<file path="src/design/pct_pkg.sv">
// pct_pkg: shared types, codes and constants for the preset countdown timer.
// No dependencies; used by every design file.
`timescale 1ns / 1ps

package pct_pkg;

  localparam int PRESET_COUNT = 3;

  localparam int NOW_W  = 48;
  localparam int LEFT_W = 26;
  localparam int SEC_W  = 16;
  localparam int SEL_W  = 2;

  localparam int MS_PER_S = 1000;
  localparam logic [LEFT_W-1:0] LEFT_CAP  = 26'd65535000;
  localparam logic [LEFT_W-1:0] CEIL_BIAS = 26'd999;

  // floor(z / 125) = (z * RECIP_125) >> RECIP_SHIFT, exact for z < 2^23
  localparam logic [23:0] RECIP_125   = 24'd8589935;
  localparam int          RECIP_SHIFT = 30;

  localparam logic [SEC_W-1:0] RST_PRESET_A = 16'd60;
  localparam logic [SEC_W-1:0] RST_PRESET_B = 16'd180;
  localparam logic [SEC_W-1:0] RST_PRESET_C = 16'd300;
  localparam logic [SEC_W-1:0] RST_ADDED    = 16'd60;
  localparam logic [SEC_W-1:0] RST_MAXIMUM  = 16'd5999;
  localparam logic [SEC_W-1:0] RST_INTERVAL = 16'd1000;

  typedef enum logic [1:0] {
    OP_TICK,
    OP_DOWN,
    OP_UP,
    OP_CONFIRM
  } opcode_t;

  typedef enum logic [1:0] {
    PH_SELECT,
    PH_RUN,
    PH_PAUSE,
    PH_ALARM
  } phase_t;

  typedef enum logic [2:0] {
    NT_NONE,
    NT_PRESET,
    NT_STARTED,
    NT_ADJUSTED,
    NT_CANCELLED,
    NT_ACKED,
    NT_PAUSED,
    NT_RESUMED
  } notice_t;

  typedef enum logic [2:0] {
    CFG_PRESET_A,
    CFG_PRESET_B,
    CFG_PRESET_C,
    CFG_ADDED,
    CFG_MAXIMUM,
    CFG_INTERVAL
  } cfg_reg_t;

  typedef struct packed {
    opcode_t            opcode;
    logic [NOW_W-1:0]   now_ms;
  } item_t;

  typedef struct packed {
    phase_t             phase;
    logic [SEL_W-1:0]   preset_index;
    logic [SEC_W-1:0]   remaining_seconds;
    logic [SEC_W-1:0]   total_seconds;
    logic               progress_shown;
    logic               alarm_pulse;
    notice_t            notice;
  } result_t;

  typedef struct packed {
    logic [SEC_W-1:0]   preset_a_s;
    logic [SEC_W-1:0]   preset_b_s;
    logic [SEC_W-1:0]   preset_c_s;
    logic [SEC_W-1:0]   added_s;
    logic [SEC_W-1:0]   maximum_s;
    logic [SEC_W-1:0]   interval_ms;
    logic [LEFT_W-1:0]  added_ms;
    logic [LEFT_W-1:0]  maximum_ms;
  } settings_t;

  function automatic logic [LEFT_W-1:0] sec_to_ms(input logic [SEC_W-1:0] s);
    return LEFT_W'(s) * LEFT_W'(MS_PER_S);
  endfunction

endpackage

</file>
<file path="src/design/preset_countdown_timer.sv">
// preset_countdown_timer: top level, item and result registers and timer state update.
// Depends on pct_pkg and pct_cfg.
`timescale 1ns / 1ps

// Countdown timer driven by tick and button transactions stamped with a millisecond
// time; every accepted transaction yields exactly one result transaction. The block
// takes one transaction per clock cycle while item_stall is low. The accepting edge
// loads the input register and a later edge, once the result register is free, loads
// the result register. The timer state update between those two registers is
// combinational. A stalled result holds the pipeline, so item_stall rises only
// while a finished result is waiting and another transaction is already held.
// Configuration writes are taken in any cycle (cfg_ready is always high) and must be
// made while no transaction is in flight; indexes beyond the sixth register are ignored.

module preset_countdown_timer (
  input  logic                        clk,
  input  logic                        rst,
  input  logic                        item_valid,
  output logic                        item_stall,
  input  pct_pkg::item_t              item,
  output logic                        result_valid,
  input  logic                        result_stall,
  output pct_pkg::result_t            result,
  input  logic                        cfg_valid,
  output logic                        cfg_ready,
  input  pct_pkg::cfg_reg_t           cfg_index,
  input  logic [pct_pkg::SEC_W-1:0]   cfg_data
);

  localparam int NW = pct_pkg::NOW_W;
  localparam int LW = pct_pkg::LEFT_W;
  localparam int SW = pct_pkg::SEC_W;
  localparam int PW = pct_pkg::SEL_W;

  function automatic logic [NW-1:0] sat_add(input logic [NW-1:0] a,
                                            input logic [NW-1:0] b);
    logic [NW:0] s;
    s = {1'b0, a} + {1'b0, b};
    return s[NW] ? '1 : s[NW-1:0];
  endfunction

  // min(x, 2^48-1 - now): time left to a deadline that saturated
  function automatic logic [LW-1:0] clip_room(input logic [LW-1:0] x,
                                              input logic [NW-1:0] t);
    logic [NW-1:0] room;
    room = ~t;
    if (|room[NW-1:LW]) begin
      return x;
    end
    return (x < room[LW-1:0]) ? x : room[LW-1:0];
  endfunction

  function automatic logic [SW-1:0] ceil_sec(input logic [LW-1:0] ms);
    logic [LW-1:0] y;
    logic [LW-4:0] z;
    logic [46:0]   p;
    y = ms + pct_pkg::CEIL_BIAS;
    z = y[LW-1:3];
    p = 47'(z) * 47'(pct_pkg::RECIP_125);
    return p[pct_pkg::RECIP_SHIFT +: SW];
  endfunction

  pct_pkg::settings_t settings;

  pct_cfg u_cfg (
    .clk       (clk),
    .rst       (rst),
    .cfg_valid (cfg_valid),
    .cfg_ready (cfg_ready),
    .cfg_index (cfg_index),
    .cfg_data  (cfg_data),
    .settings  (settings)
  );

  // pipeline
  logic           stage_valid;
  pct_pkg::item_t stage_item;
  logic           advance;

  assign advance    = stage_valid && (!result_valid || !result_stall);
  assign item_stall = stage_valid && result_valid && result_stall;

  always_ff @(posedge clk) begin
    if (rst) begin
      stage_valid <= 1'b0;
    end else if (!item_stall) begin
      stage_valid <= item_valid;
    end
  end

  always_ff @(posedge clk) begin
    if (item_valid && !item_stall) begin
      stage_item <= item;
    end
  end

  // timer state
  pct_pkg::phase_t phase, phase_next;
  logic [PW-1:0]   preset_sel, preset_sel_next;
  logic [NW-1:0]   deadline_ms, deadline_ms_next;
  logic [LW-1:0]   paused_left_ms, paused_left_ms_next;
  logic [SW-1:0]   total_s, total_s_next;
  logic [NW-1:0]   next_pulse_ms, next_pulse_ms_next;
  logic [SW-1:0]   last_second, last_second_next;
  logic            last_second_valid, last_second_valid_next;

  pct_pkg::opcode_t op;
  logic [NW-1:0]    now;
  logic [NW-1:0]    diff;
  logic             run_live;
  logic [LW-1:0]    left_old;
  logic [LW:0]      add_sum;
  logic [LW-1:0]    x_add;
  logic [LW:0]      pause_sum;
  logic [LW-1:0]    pause_add;
  logic [SW:0]      total_sum;
  logic [SW-1:0]    total_add;
  logic [SW-1:0]    sel_secs;
  logic [SW-1:0]    shown_secs;
  logic [LW-1:0]    run_x;
  logic [NW-1:0]    deadline_set;
  logic [LW-1:0]    left_set;
  logic [NW-1:0]    pulse_set;
  logic [PW-1:0]    sel_dn, sel_up;
  logic [LW-1:0]    left_new;
  logic [SW-1:0]    remaining;
  logic             force_show;
  logic             tick_check;
  logic             progress_base;
  logic             pulse;
  pct_pkg::notice_t notice;
  logic             progress;

  always_comb begin
    op       = stage_item.opcode;
    now      = stage_item.now_ms;
    diff     = deadline_ms - now;
    run_live = (phase == pct_pkg::PH_RUN) && (now < deadline_ms);

    if (phase == pct_pkg::PH_PAUSE) begin
      left_old = paused_left_ms;
    end else if (run_live) begin
      left_old = (diff > NW'(pct_pkg::LEFT_CAP)) ? pct_pkg::LEFT_CAP : diff[LW-1:0];
    end else begin
      left_old = '0;
    end

    add_sum   = {1'b0, left_old} + {1'b0, settings.added_ms};
    x_add     = (add_sum > {1'b0, settings.maximum_ms}) ? settings.maximum_ms
                                                        : add_sum[LW-1:0];
    pause_sum = {1'b0, paused_left_ms} + {1'b0, settings.added_ms};
    pause_add = (pause_sum > {1'b0, settings.maximum_ms}) ? settings.maximum_ms
                                                          : pause_sum[LW-1:0];
    total_sum = {1'b0, total_s} + {1'b0, settings.added_s};
    total_add = (total_sum > {1'b0, settings.maximum_s}) ? settings.maximum_s
                                                         : total_sum[SW-1:0];

    case (preset_sel)
      PW'(0):  sel_secs = settings.preset_a_s;
      PW'(1):  sel_secs = settings.preset_b_s;
      default: sel_secs = settings.preset_c_s;
    endcase

    case (phase)
      pct_pkg::PH_SELECT: run_x = pct_pkg::sec_to_ms(sel_secs);
      pct_pkg::PH_RUN:    run_x = x_add;
      default:            run_x = paused_left_ms;
    endcase

    deadline_set = sat_add(now, NW'(run_x));
    left_set     = clip_room(run_x, now);
    pulse_set    = sat_add(now, NW'(settings.interval_ms));

    sel_dn = (preset_sel == '0) ? PW'(pct_pkg::PRESET_COUNT - 1) : preset_sel - 1'b1;
    sel_up = (preset_sel == PW'(pct_pkg::PRESET_COUNT - 1)) ? '0 : preset_sel + 1'b1;
  end

  always_comb begin
    phase_next          = phase;
    preset_sel_next     = preset_sel;
    deadline_ms_next    = deadline_ms;
    paused_left_ms_next = paused_left_ms;
    total_s_next        = total_s;
    next_pulse_ms_next  = next_pulse_ms;
    left_new            = left_old;
    force_show          = 1'b0;
    tick_check          = 1'b0;
    progress_base       = 1'b0;
    pulse               = 1'b0;
    notice              = pct_pkg::NT_NONE;

    if (op == pct_pkg::OP_TICK) begin
      if (phase == pct_pkg::PH_RUN) begin
        if (!run_live) begin
          phase_next         = pct_pkg::PH_ALARM;
          next_pulse_ms_next = pulse_set;
          progress_base      = 1'b1;
          pulse              = 1'b1;
        end else begin
          tick_check = 1'b1;
        end
      end else if (phase == pct_pkg::PH_ALARM && now >= next_pulse_ms) begin
        next_pulse_ms_next = pulse_set;
        pulse              = 1'b1;
      end
    end else begin
      case (phase)
        pct_pkg::PH_ALARM: begin
          phase_next = pct_pkg::PH_SELECT;
          notice     = pct_pkg::NT_ACKED;
          left_new   = '0;
        end
        pct_pkg::PH_SELECT: begin
          case (op)
            pct_pkg::OP_DOWN: begin
              preset_sel_next = sel_dn;
              notice          = pct_pkg::NT_PRESET;
            end
            pct_pkg::OP_UP: begin
              preset_sel_next = sel_up;
              notice          = pct_pkg::NT_PRESET;
            end
            default: begin
              total_s_next        = sel_secs;
              deadline_ms_next    = deadline_set;
              paused_left_ms_next = '0;
              phase_next          = pct_pkg::PH_RUN;
              left_new            = left_set;
              notice              = pct_pkg::NT_STARTED;
              force_show          = 1'b1;
            end
          endcase
        end
        default: begin
          case (op)
            pct_pkg::OP_DOWN: begin
              phase_next = pct_pkg::PH_SELECT;
              notice     = pct_pkg::NT_CANCELLED;
              left_new   = '0;
            end
            pct_pkg::OP_UP: begin
              if (phase == pct_pkg::PH_RUN) begin
                deadline_ms_next = deadline_set;
                left_new         = left_set;
              end else begin
                paused_left_ms_next = pause_add;
                left_new            = pause_add;
              end
              total_s_next = total_add;
              notice       = pct_pkg::NT_ADJUSTED;
              force_show   = 1'b1;
            end
            default: begin
              if (phase == pct_pkg::PH_RUN) begin
                paused_left_ms_next = left_old;
                phase_next          = pct_pkg::PH_PAUSE;
                notice              = pct_pkg::NT_PAUSED;
              end else begin
                deadline_ms_next = deadline_set;
                phase_next       = pct_pkg::PH_RUN;
                left_new         = left_set;
                notice           = pct_pkg::NT_RESUMED;
              end
              force_show = 1'b1;
            end
          endcase
        end
      endcase
    end
  end

  assign remaining = ceil_sec(left_new);

  always_comb begin
    last_second_next       = last_second;
    last_second_valid_next = last_second_valid;
    progress               = progress_base;
    if (force_show || (tick_check && (!last_second_valid || remaining != last_second)))
    begin
      last_second_next       = remaining;
      last_second_valid_next = 1'b1;
      progress               = 1'b1;
    end
    shown_secs = (phase_next == pct_pkg::PH_SELECT) ?
                 ((preset_sel_next == PW'(0)) ? settings.preset_a_s :
                  (preset_sel_next == PW'(1)) ? settings.preset_b_s :
                                                settings.preset_c_s) :
                 total_s_next;
  end

  always_ff @(posedge clk) begin
    if (rst) begin
      phase             <= pct_pkg::PH_SELECT;
      preset_sel        <= '0;
      deadline_ms       <= '0;
      paused_left_ms    <= '0;
      total_s           <= '0;
      next_pulse_ms     <= '0;
      last_second       <= '0;
      last_second_valid <= 1'b0;
    end else if (advance) begin
      phase             <= phase_next;
      preset_sel        <= preset_sel_next;
      deadline_ms       <= deadline_ms_next;
      paused_left_ms    <= paused_left_ms_next;
      total_s           <= total_s_next;
      next_pulse_ms     <= next_pulse_ms_next;
      last_second       <= last_second_next;
      last_second_valid <= last_second_valid_next;
    end
  end

  // result register
  always_ff @(posedge clk) begin
    if (rst) begin
      result_valid <= 1'b0;
    end else if (advance) begin
      result_valid <= 1'b1;
    end else if (!result_stall) begin
      result_valid <= 1'b0;
    end
  end

  always_ff @(posedge clk) begin
    if (advance) begin
      result.phase             <= phase_next;
      result.preset_index      <= preset_sel_next;
      result.remaining_seconds <= remaining;
      result.total_seconds     <= shown_secs;
      result.progress_shown    <= progress;
      result.alarm_pulse       <= pulse;
      result.notice            <= notice;
    end
  end

endmodule

</file>
<file path="src/design/pct_cfg.sv">
// pct_cfg: configuration register file of the preset countdown timer.
// Keeps millisecond copies of the add and limit values. Depends on pct_pkg.
`timescale 1ns / 1ps

module pct_cfg (
  input  logic                        clk,
  input  logic                        rst,
  input  logic                        cfg_valid,
  output logic                        cfg_ready,
  input  pct_pkg::cfg_reg_t           cfg_index,
  input  logic [pct_pkg::SEC_W-1:0]   cfg_data,
  output pct_pkg::settings_t          settings
);

  assign cfg_ready = 1'b1;

  always_ff @(posedge clk) begin
    if (rst) begin
      settings.preset_a_s  <= pct_pkg::RST_PRESET_A;
      settings.preset_b_s  <= pct_pkg::RST_PRESET_B;
      settings.preset_c_s  <= pct_pkg::RST_PRESET_C;
      settings.added_s     <= pct_pkg::RST_ADDED;
      settings.maximum_s   <= pct_pkg::RST_MAXIMUM;
      settings.interval_ms <= pct_pkg::RST_INTERVAL;
      settings.added_ms    <= pct_pkg::sec_to_ms(pct_pkg::RST_ADDED);
      settings.maximum_ms  <= pct_pkg::sec_to_ms(pct_pkg::RST_MAXIMUM);
    end else if (cfg_valid && cfg_ready) begin
      case (cfg_index)
        pct_pkg::CFG_PRESET_A: settings.preset_a_s <= cfg_data;
        pct_pkg::CFG_PRESET_B: settings.preset_b_s <= cfg_data;
        pct_pkg::CFG_PRESET_C: settings.preset_c_s <= cfg_data;
        pct_pkg::CFG_ADDED: begin
          settings.added_s  <= cfg_data;
          settings.added_ms <= pct_pkg::sec_to_ms(cfg_data);
        end
        pct_pkg::CFG_MAXIMUM: begin
          settings.maximum_s  <= cfg_data;
          settings.maximum_ms <= pct_pkg::sec_to_ms(cfg_data);
        end
        pct_pkg::CFG_INTERVAL: settings.interval_ms <= cfg_data;
        default: ;
      endcase
    end
  end

endmodule

</file>
<file path="config.mk">
export PLATFORM = sky130hd
export DESIGN_NAME = preset_countdown_timer
export DESIGN_NICKNAME = d
export VERILOG_FILES = /design/src/design/pct_pkg.sv /design/src/design/preset_countdown_timer.sv /design/src/design/pct_cfg.sv
export SDC_FILE = /design/constraint.sdc
export NUM_CORES = 2
export LEC_CHECK = 0
export ABC_AREA = 1
export BUFFER_PORTS_ARGS = -buffer_cell sky130_fd_sc_hd__buf_2
export CAP_MARGIN = 20
export CELL_PAD_IN_SITES_DETAIL_PLACEMENT = 1
export CELL_PAD_IN_SITES_GLOBAL_PLACEMENT = 1
export CORE_MARGIN = 2
export CORE_UTILIZATION = 40
export DETAILED_ROUTE_END_ITERATION = 10
export PLACE_DENSITY = 0.78
export SYNTH_ARGS = -nofsm -noshare
export SYNTH_HDL_FRONTEND = slang
export SYNTH_SLANG_ARGS = --single-unit
</file>
<file path="constraint.sdc">
create_clock -name clk -period 23.1 [get_ports clk]
set_input_delay 4.62 -clock clk [delete_from_list [all_inputs] [get_ports clk]]
set_output_delay 4.62 -clock clk [all_outputs]
set_load 0.03 [all_outputs]
</file>
==> run summary <==
Total track usage -> 30.4%
Worst EP required -> 23.62 ns
Setup_tns -> 0 ns
Synth top area share -> 17.1%
Leak pwr -> 25.0 nW
Cell row count -> 123
TritonCTS Buffers -> 48
TritonCTS Sinks -> 390
Full die area -> 116,000 sq um
Distinct cells, synth -> 67
Antenna Violating Nets Remaining -> 0
CP Launch Point -> now[1]
Synth Area in Adders -> 29.1%
Min-delay worst type -> reg -> reg
Drt pass-1 iters -> 6
Die width -> 341 microns
CTS Root Cell -> clkbuf_16
Syn-to-layout area delta -> 8.76%
Slowest-stage cell, CP -> or4_1
Compound-Gate Fraction of Synth Area -> 16.3%
Highest-count cells in the layout ignoring fill and taps -> nand2_1, inv_1, ha_1
Drt drc -> 0
Routed wire length -> 179 mm
Pint -> 0.00342 W
Max stage delay on crit path -> 0.60 ns
Nets -> 7,412
Hold Slack -> 0.465 ns
Period utilization -> 92.2%
Final Max Slew Viols -> 0
Deepest clock path buffer count -> 3
Most used cell, CP -> nand2_1
#FFs+latches synth -> 390
Vias -> 44,700
Critical path launch point type -> register
Pwr/cell area -> 166 nW/um^2
Ys Warns -> 0
Crit-path leading delay family -> simple AND/OR/NAND/NOR gates
Worst Hold Launch -> u_cfg.settings[61]
IO buf count -> 116
Slew @ Worst Pin -> 1.14 ns
Post-synth EDFFs -> 91
Area of the multi-input gates -> 31,700 sq um
Sequential fraction of design power -> 9.6%
Dominant cells by area after synthesis -> ha_1, dfxtp_1, fa_1
Peak VDD IR -> 316 uV
Crit. End Element -> register
Mean Syn Cell Area -> 7.12 sq um
CTS tree -> built
Comb power frac -> 80.2%
Post-synthesis sequential area ratio -> 19.2%
Vias/cell -> 5.60
CTS Hold Bufs -> 0
Initial Utilization -> 40.3%
Clock power share -> 10.2%
Register area -> 8720 sq um
Min Tclk post-route -> 21.29 ns
First-pass GRT wire length -> 274 mm
Clock skew -> 0.0337 ns
Die height -> 341 microns
Max-Cap Viols -> 0
Hpwl dp -> 147 mm
Placer congestion estimate -> 0.981
RSZ-0062 raised after global routing -> no
H-tree Lvls -> 2
Status -> finished clean
Final setup fails -> 0
Hold Path Depth -> 2
CP max FO -> 29
Syn Nets -> 7,351
Layout cells sized above 1 -> 5.64%
Synth Flop Type -> dfxtp_1
Worst setup path class -> reg -> reg
Post-synth top area cell -> ha_1
Synth Area in Simple Gates -> 21.3%
FMAX -> 0.0470 GHz
Worst-Skew Late Latency -> 0.65 ns
P_sw -> 0.00476 W
Worst Path Buf+Inv -> 13
Netlist Area Pre-Place -> 45,500 sq um
Leading cell type in the layout, fill and taps excluded -> nand2_1
R2r worst-path depth -> 108
XOR/XNOR Fraction of Synth Area -> 3.01%
R2r startpoint -> now[1]
Grt total ovfl -> 0
Final Hold Fails -> 0
Ports -> 118
CP arrival -> 21.81 ns
Antenna violations before repair -> 4
Largest net degree at the start of global routing -> 112
Slew HR -> 24.3%
Largest family of logic cells by synthesized area -> adder cells
Switching share of power -> 58.2%
CP Depth -> 108
Core Region -> 113,000 sq um
Drt initial violations -> 3,432
Clock-pin slew on the worst setup and hold paths -> 0.06 ns
Fill count -> 14,500
Mux contribution to synthesized area -> 0%
WL per Instance -> 22.5 microns
Cells after Synth -> 6,384
Via count of the first global-routing pass -> 46,200
Post-synth ARST share -> 0%
==> flip-flops by register name, summed over array words and instances, names as in the netlist, 16 cells and up <==
name and cells:
next_pulse_ms 48, last_second 16, total_s 16, now 48
paused_left_ms 26, result 41, u_cfg.settings 138, deadline_ms 48
==> worst paths after layout <==
path,slack [ns],end
min,0.46,u_cfg.settings[61]
max reg2reg,1.81,last_second[7]
min reg2reg,0.46,u_cfg.settings[61]
max,1.81,last_second[7]
==> layout make-up <==
type	count	share of cell area, %
Antenna cell	4	0.0202
Clock inverter	24	0.635
Timing Repair Buffer	163	1.89
Tap cell	1500	3.80
Sequential cell	390	17.6
Timing Repair inverter	2	0.0202
Multi-Input combinational cell	4663	64.2
Inverter	1177	8.96
Clock buffer	66	2.82
==> per-stage QoR <==
| stage | utilization, % | instances | worst slack [ns] | total power (W) | instance area, sq um |
|---|---|---|---|---|---|
| after floorplan | - | 6384 | 5.90 | 0.00515 | 45500 |
| after global placement | 42.3 | 7889 | 1.48 | 0.00713 | 47700 |
| after detailed placement | 42.3 | 7890 | 0.923 | 0.00734 | 47700 |
| after CTS | 43.8 | 7980 | 0.857 | 0.00823 | 49400 |
| after global routing | 43.9 | 7987 | 0.171 | 0.00900 | 49400 |
| final | 43.9 | 7989 | 1.81 | 0.00818 | 49400 |
==> cell usage after synthesis (10+ instances only) <==
| cell | count |
|---|---|
| o22ai_1 | 18 |
| nand2_1 | 1342 |
| nor4_1 | 18 |
| buf_1 | 12 |
| nor2_1 | 473 |
| nand4_1 | 60 |
| fa_1 | 271 |
| xor2_1 | 109 |
| or2_2 | 19 |
| a21oi_2 | 11 |
| ha_1 | 622 |
| a221oi_1 | 30 |
| a31oi_1 | 27 |
| o21ai_1 | 29 |
| o221ai_1 | 23 |
| o211ai_1 | 73 |
| inv_1 | 1151 |
| xnor2_1 | 43 |
| and2_1 | 11 |
| nand3_1 | 262 |
| edfxtp_1 | 91 |
| a21oi_1 | 492 |
| inv_2 | 10 |
| buf_2 | 10 |
| clkinv_1 | 16 |
| clkbuf_1 | 126 |
| a211oi_1 | 27 |
| o21bai_1 | 43 |
| a21o_1 | 16 |
| nor2_2 | 10 |
| dfxtp_1 | 299 |
| nand2_2 | 27 |
| o21a_1 | 19 |
| nand3b_1 | 17 |
| nor3_1 | 61 |
| o21ai_0 | 438 |
==> tightest hold or removal path: cells and delay by family, from the launching register on <==
| family | cells | cell delay [ns] |
|---|---|---|
| AND/OR/NAND/NOR | 2 | 0.10 |
| flip-flops | 1 | 0.33 |
==> cell families (layout without fill, tap and decap cells) <==
kind of cell | after synthesis | in the layout
simple gates | 2321 | 2321
buf+inv | 1331 | 1432
compound gates | 1294 | 1294
fa+ha+maj | 893 | 893
flops | 390 | 390
xor+xnor | 154 | 154
other cells | 1 | 5
==> power by group through the flow <==
stage / combinational (W) / clock [W] / sequential [W]
final: 0.00657 / 0.000834 / 0.000783
after CTS: 0.00660 / 0.000843 / 0.000781
after floorplan: 0.00435 / 0 / 0.000801
after global routing: 0.00735 / 0.000866 / 0.000786
after global placement: 0.00634 / 0 / 0.000795
after detailed placement: 0.00654 / 0 / 0.000796
==> timing repair <==
item / CTS / global route
setup buffers: 0 / 3
resized for setup: 0 / 6
endpoints found under the setup margin: 0 / 18
==> per-layer routing <==
metal	wire length, microns	share of wire, %	up-vias	global-route usage, %
li1	-	-	20900	-
met1	80700	45	22200	41.9
met2	81600	45	1337	49.3
met3	10800	6.0	276	3.34
met4	6360	3.5	0	10.2
met5	0	0	-	0
No activity file was read; power rests on OpenSTA's default activity.
